**src/design/histogram_equalizer_rgb_luma_core_macros.svh**
```systemverilog
// assertion macros for the histogram equalizer core
// no dependencies; included by the top level only
`ifndef HISTOGRAM_EQUALIZER_RGB_LUMA_CORE_MACROS_SVH
`define HISTOGRAM_EQUALIZER_RGB_LUMA_CORE_MACROS_SVH
`ifndef SYNTH
`define HEQ_ASSERT_SAME(lbl, clk, rst_n, a, c) \
  lbl: assert property (@(posedge clk) disable iff (!rst_n) (a) |-> (c)) \
    else $error("assertion failed");
`define HEQ_ASSERT_NEXT(lbl, clk, rst_n, a, c) \
  lbl: assert property (@(posedge clk) disable iff (!rst_n) (a) |=> (c)) \
    else $error("assertion failed");
`else
`define HEQ_ASSERT_SAME(lbl, clk, rst_n, a, c)
`define HEQ_ASSERT_NEXT(lbl, clk, rst_n, a, c)
`endif
`endif

```
**src/design/heq_pkg.sv**
```systemverilog
// shared types, constants and controller codes for the histogram equalizer
// no dependencies
`timescale 1ns / 1ps
package heq_pkg;

  localparam int MAX_PIXELS = 1048576;
  localparam int NBINS      = 256;
  localparam int BIN_W      = 8;
  localparam int LANES      = 4;
  localparam int CNT_W      = $clog2(MAX_PIXELS + 1);
  localparam int CUM_W      = CNT_W + BIN_W;
  localparam int NUM_W      = CUM_W + BIN_W;
  localparam int DIV_STEPS  = BIN_W + 1;
  localparam int STEP_W     = $clog2(DIV_STEPS);

  // lane indexes
  localparam int LN_Y = 0;
  localparam int LN_R = 1;
  localparam int LN_G = 2;
  localparam int LN_B = 3;

  // q16 coefficients
  localparam int KYR = 19595;
  localparam int KYG = 38470;
  localparam int KYB = 7471;
  localparam int KUR = 9634;
  localparam int KUG = 18940;
  localparam int KUB = 28508;
  localparam int KVR = 40305;
  localparam int KVG = 33751;
  localparam int KVB = 6554;
  localparam int KRV = 92242;
  localparam int KGU = 22643;
  localparam int KGV = 46983;
  localparam int KBU = 116589;

  typedef struct packed {
    logic       req_type;
    logic [7:0] red;
    logic [7:0] green;
    logic [7:0] blue;
    logic       last;
  } in_data_t;

  typedef struct packed {
    logic [7:0] gray_eq;
    logic [7:0] red_eq;
    logic [7:0] green_eq;
    logic [7:0] blue_eq;
    logic [7:0] red_from_luma;
    logic [7:0] green_from_luma;
    logic [7:0] blue_from_luma;
    logic       end_of_frame;
  } out_data_t;

  typedef enum logic [3:0] {
    ST_IDLE, ST_CALC, ST_RD, ST_UPD, ST_MUL, ST_OUT,
    ST_B_RD, ST_B_ACC, ST_B_NUM, ST_B_DIV, ST_B_WR, ST_B_END,
    ST_CLR
  } state_t;

  typedef struct packed {
    logic clr;
    logic cap_pix;
    logic calc;
    logic rd;
    logic upd;
    logic mul;
    logic load_out;
    logic b_rd;
    logic b_acc;
    logic b_num;
    logic b_div;
    logic b_wr;
    logic b_end;
  } cmd_t;

  typedef struct packed {
    logic is_map;
    logic is_last;
    logic out_busy;
    logic div_done;
    logic idx_last;
  } sts_t;

endpackage

```
**src/design/heq_ctrl.sv**
```systemverilog
// controller state machine for the histogram equalizer
// depends on heq_pkg
`timescale 1ns / 1ps
module heq_ctrl (
  input  logic          clk,
  input  logic          rst_n,
  input  logic          in_valid,
  output logic          in_ready,
  input  heq_pkg::sts_t sts,
  output heq_pkg::cmd_t cmd
);
  import heq_pkg::*;

  state_t state_r, state_nxt;

  // state register
  always_ff @(posedge clk) begin
    if (!rst_n) begin
      state_r <= ST_CLR;
    end else begin
      state_r <= state_nxt;
    end
  end

  // next state and commands
  always_comb begin
    state_nxt = state_r;
    cmd       = '0;
    in_ready  = 1'b0;
    case (state_r)
      ST_CLR: begin
        // zero every histogram bin once after reset
        cmd.clr = 1'b1;
        if (sts.idx_last) begin
          state_nxt = ST_IDLE;
        end
      end
      ST_IDLE: begin
        in_ready = 1'b1;
        if (in_valid) begin
          cmd.cap_pix = 1'b1;
          state_nxt   = ST_CALC;
        end
      end
      ST_CALC: begin
        cmd.calc  = 1'b1;
        state_nxt = ST_RD;
      end
      ST_RD: begin
        cmd.rd    = 1'b1;
        state_nxt = sts.is_map ? ST_MUL : ST_UPD;
      end
      ST_UPD: begin
        cmd.upd   = 1'b1;
        state_nxt = sts.is_last ? ST_B_RD : ST_IDLE;
      end
      ST_MUL: begin
        cmd.mul   = 1'b1;
        state_nxt = ST_OUT;
      end
      ST_OUT: begin
        // wait for the output slot to free up
        if (!sts.out_busy) begin
          cmd.load_out = 1'b1;
          state_nxt    = ST_IDLE;
        end
      end
      ST_B_RD: begin
        cmd.b_rd  = 1'b1;
        state_nxt = ST_B_ACC;
      end
      ST_B_ACC: begin
        cmd.b_acc = 1'b1;
        state_nxt = ST_B_NUM;
      end
      ST_B_NUM: begin
        cmd.b_num = 1'b1;
        state_nxt = ST_B_DIV;
      end
      ST_B_DIV: begin
        cmd.b_div = 1'b1;
        if (sts.div_done) begin
          state_nxt = ST_B_WR;
        end
      end
      ST_B_WR: begin
        cmd.b_wr  = 1'b1;
        state_nxt = sts.idx_last ? ST_B_END : ST_B_RD;
      end
      ST_B_END: begin
        cmd.b_end = 1'b1;
        state_nxt = ST_IDLE;
      end
      default: begin
        state_nxt = ST_IDLE;
      end
    endcase
  end

endmodule

```
**config.mk**
```make
export PLATFORM = sky130hd
export DESIGN_NAME = heq_ctrl
export DESIGN_NICKNAME = d
export VERILOG_FILES = /design/src/design/histogram_equalizer_rgb_luma_core_macros.svh /design/src/design/heq_pkg.sv /design/src/design/heq_ctrl.sv
export SDC_FILE = /design/constraint.sdc
export NUM_CORES = 1
export LEC_CHECK = 0
export BUFFER_PORTS_ARGS = -buffer_cell sky130_fd_sc_hd__buf_4
export CORE_MARGIN = 8
export CORE_UTILIZATION = 30
export CTS_CLUSTER_DIAMETER = 80
export DETAILED_ROUTE_END_ITERATION = 12
export PLACE_DENSITY = 0.62
export SLEW_MARGIN = 0
export SYNTH_ARGS = -nofsm -noshare
export SYNTH_HDL_FRONTEND = slang
export SYNTH_SLANG_ARGS = --single-unit
```
**constraint.sdc**
```tcl
create_clock -name clk -period 2.6 [get_ports clk]
set_input_delay 0.26 -clock clk [delete_from_list [all_inputs] [get_ports clk]]
set_output_delay 0.26 -clock clk [all_outputs]
set_load 0.01 [all_outputs]
```
# Yosys cells after proc, flatten, opt, wreduce, memory -nomap -nowiden
# Cells that the tools add are included.
[totals] reg_bits=4 elab_cells=43
[op_classes] n_eq_ne=16 muxes=24 reduce_logical=2
[op_table] operator="$pmux W4 S12" count=1
[op_table] operator="$eq A4 B4 Y1 const B" count=5
[op_table] operator="$mux W4" count=5
[op_table] operator="$eq A4 B3 Y1 const B" count=4
[op_table] operator="$mux W1" count=16
[op_table] operator="$eq A4 B2 Y1 const B" count=2
[op_table] operator="$ne A2 B2 Y1 const B" count=4
[op_table] operator="$mux W3" count=2
[op_table] operator="$eq A4 B1 Y1 const B" count=1
[op_table] operator="$logic_not A4 Y1" count=1
[op_table] operator="$reduce_and A4 Y1" count=1

# Longest topological paths before layout
[depth] depth_word=3 mapped_depth=5

# Worst setup path after synthesis
# Ideal clock, no wire load.
[synth_path] kind="flip-flop to output port" start="register state_r[0]" end="output port cmd[11] (netlist name)" arrival_ns=1.274 setup_slack_ns=1.066 stages_incl_launch_ff=4 n_path_buf=1 cell_sequence="dfxtp_1 > clkbuf_1 > nor4_1 > and2_1"
[synth_rtl] element="start: declaration" line="heq_ctrl.sv:14" rtl="state_t state_r, state_nxt;"
[synth_rtl] element="start signal: assignment" line="heq_ctrl.sv:21" rtl="state_r <= state_nxt;"
[synth_rtl] element="end: declaration" line="heq_ctrl.sv:10" rtl="output heq_pkg::cmd_t cmd"

==> results <==
- The run finished with clean final reports.
- The leftover overflow at the end of global routing is 0.
- Across all register-to-register paths, the minimum setup slack is 1.07 ns.
- The first-pass iteration count of the detailed router is 4.
- The power density normalized to cell area is ~950 nW/µm².
- The number of setup violations in the final report is 0.
- The number of antenna repair diodes is 0.
- Counting instances in the post-synthesis netlist gives the leading cell types as 7 x sky130_fd_sc_hd__nor2_1, 7 x sky130_fd_sc_hd__nor3_1, 6 x sky130_fd_sc_hd__a21oi_1, 6 x sky130_fd_sc_hd__nand2b_1.
- The number of slew-limit violations in the final report is 0.
- In the final routed layout, each cell accounts on average for 12.9 µm.
- The number of placement rows is 13.
- The area after detailed placement is roughly 570 µm².
- In the finished design, the share of the clock period the worst path needs comes to between 60% and 70%.
- In this run the standard cell core region covers around 1300 µm².
- The leading register cell type out of synthesis is sky130_fd_sc_hd__dfxtp_1.
- The congestion estimate from routability-driven global placement came to 0.769.
- Max-cap violations in this run came to 0.
- Across all layers, the routed design uses approximately 500 vias.
- The tree built by TritonCTS fans out to 4 sinks.
- The combinational share of power is 55.9%.
- The clock latency at the later pin of the worst-skew pair is 0.23 ns.
- For this design the total switching power over the nets is 0.000268 W.
- The maximum clock insertion buffer count is 2.
- The number of instances in the synthesized netlist is 63.
- In this run the worst path has a maximum fanout of 15.
- state_r holds more flip-flops than any other register.
- On the worst path, the slowest cell contributes a delay of slightly above 0.6 ns.
- The remaining number of nets flagged by the antenna check after routing is 0.
- The largest registers in the layout are state_r: 4 flops.
- The share of the Yosys chip area taken by registers is between 10% and 20%.
- The post-CTS repair timing setup buffer count is 0.
- The type of destination of the critical path is an output port.
- Setup repair after global routing left no endpoint under its margin.
- In the final timing run, aggregate negative setup slack is 0 ns.
- For the pin with the worst max-slew slack, the measured transition is 0.493 ns.
- STA puts the critical path data required time at 2.34 ns.
- The number of flip-flops in the largest register is 4.
- The length in cells of the worst reg-to-reg path is 4.
- The number of clock buffers inserted by TritonCTS is 3.
- The routed design has around 1.3 mm of wire.
- OpenSTA, run right after detailed placement, puts the worst setup slack at between 1 and 1.5 ns.
- In this run, the clock network consumes 13.1% of the power.
- Measured against its own limit, the worst slew margin works out to roughly two thirds.
- The arrival time at the worst endpoint is between 1 and 1.5 ns.
- The count of buffers added on input and output ports is 21.
- Registers are responsible for approximately 31% of the overall power.
- The synthesized design contains 0 enable-type register cells.
- For this design, the slowest cell found on the critical path is sky130_fd_sc_hd__dfxtp_1.
- The initial core utilization is around a third.
- Sorting the synthesized cells by area gives the leading types as sky130_fd_sc_hd__dfxtp_1 19%, sky130_fd_sc_hd__nand2b_1 9.1%, sky130_fd_sc_hd__nor3_1 8.5%.
- The setup path with the least slack is of type reg2out.
- The layout-stage area growth over the synthesis result is 43.8%.
- The post-CTS clock slew at the launch and capture registers of the worst setup and hold paths is roughly 0.04 ns.
- In this run, the number of DRC markers left after iteration 0 of detailed routing was 12.
- The number of global-route vias before repair is 475.
- The fraction of registers with async set/reset is 0%.
- The core occupancy in the finished layout is 46.1%.
- In this run the number of H-tree levels came out at 1.
- The netlist uses 26 different library cells.
- The post-layout worst setup margin is between 0.9 and 1 ns.
- The number of storage elements in the synthesis netlist is 4.
- From left edge to right edge, the die measures approximately 53 µm.
- Derived from the worst setup path, the maximum achievable clock frequency is 0.597 GHz.
- The sort of element at the start of the critical path is a flop.
- After layout, the minimum clock period comes to about 1.7 ns.
- The largest voltage drop on the vdd net is about 500 µV.
- The tightest min-delay check is of the in2reg type.
- The share of synthesized area in the top cell type comes to 19.5%.
- Entering global routing, the biggest net connects 19 pins.
- Traced cell by cell, the critical path runs through nand2_1 -> nor3_1 -> buf_4.
- The switching part of the total is 47.5%.
- The depth of the critical timing path with buffers and inverters included is 3.
- The post-CTS resize count is 0.
- TritonCTS built the clock tree.
- The cell type contributing the most total cell area after synthesis is sky130_fd_sc_hd__dfxtp_1.
- Detailed placement finished with a half-perimeter wire length of 972 µm.
- After layout, the design draws a total of 0.000565 W.
- The number of nets in the synthesized netlist is 71.
- The worst hold path cell count is 2.
- The vertical die dimension is 53.0 µm.
- The internal power of the cells totals 0.000297 W.
- The area of the mapped netlist is 412 µm².
- In the final layout, the share of cells above drive strength 1 is between 30% and 40%.
- With fillers left out, the area of the finished cells amounts to 592 µm².
- The average via count per standard cell is ~5.1.
- The area of the die is between 2000 and 3000 µm².
- The final-stage net count is 93.
- The post-synthesis area per instance is 6.53 µm².
- The boundary pin count is 22.
- The post-detailed-route DRC marker count is 0.
- CTS placed an instance of sky130_fd_sc_hd__clkbuf_4 at the clock tree root.
- The number of hold-slack violations in the final timing report is 0.
- The initial antenna violation count came to 0.
- For this run, the total global-route usage over all layers was measured as 9.03%.
- The wire length of the first global-routing pass is 1.99 mm.
- The number of buffers inserted for hold repair after clock tree synthesis is 0.
- For this run, the number of Yosys warnings is 0.
- The number of buffers and inverters on the critical path is 1.
- Across the routed clock network, the largest skew measured is 0.00120 ns.
- The static leakage power is 0.276 nW.
- The top cell family by delay on the critical path is flip-flops.
## metal layers
layer,GRT usage (%),wire [µm],vias to the layer above,part of all wire [%]
li1,-,-,269,-
met1,11.7,629,218,50
met2,13.1,586,10,46
met3,2.24,53,0,4.2
met4,5.17,0,0,0
met5,0,0,-,0
## metrics by stage
step / cells / hold slack, ns
final: 98 / 0.263
after global routing: 98 / 0.255
after CTS: 98 / 0.253
after detailed placement: 95 / 0.497
after global placement: 95 / 0.487
after floorplan: 63 / 0.341
## power by group through the flow
stage,clock (W),combinational (W),sequential [W]
3_3_place_gp,0,0.000322,0.000172
2_1_floorplan,0,0.000272,0.000110
5_1_grt,0.0000839,0.000353,0.000185
4_1_cts,0.0000797,0.000319,0.000173
3_5_place_dp,0,0.000317,0.000173
6_report,0.0000741,0.000316,0.000175
## cell families (layout without fill, tap and decap cells)
group / Yosys count / count (layout) / share of synthesized area [%]
simple gates: 35 / 35 / 45.6
compound gates: 17 / 17 / 26.1
buf+inv: 6 / 26 / 6.38
flops: 4 / 4 / 19.5
mux: 1 / 1 / 2.43
## layout by cell type (no fill, tap or decap), types with 3 or more instances in the layout
master,netlist,final
sky130_fd_sc_hd__clkbuf_4,0,3
sky130_fd_sc_hd__nor3_1,7,7
sky130_fd_sc_hd__dfxtp_1,4,4
sky130_fd_sc_hd__a21oi_1,6,6
sky130_fd_sc_hd__buf_4,0,21
sky130_fd_sc_hd__nand2b_1,6,6
sky130_fd_sc_hd__nor2_1,7,7
sky130_fd_sc_hd__o21ai_0,3,3
sky130_fd_sc_hd__nand2_1,4,4
## final timing paths
check               end  startpoint
max              cmd[8]  state_r[0]
min          state_r[2]       rst_n
max reg2reg  state_r[2]  state_r[3]
min reg2reg  state_r[3]  state_r[3]
## layout make-up
cell class	count	area, µm²
multi-input cells	53	305
flip-flops and latches	4	80.1
inverters	2	7.51
clock buffers	3	22.5
well taps	15	18.8
repair buffers	21	158
fillers	141	693
(Power assumes the default switching activity.)
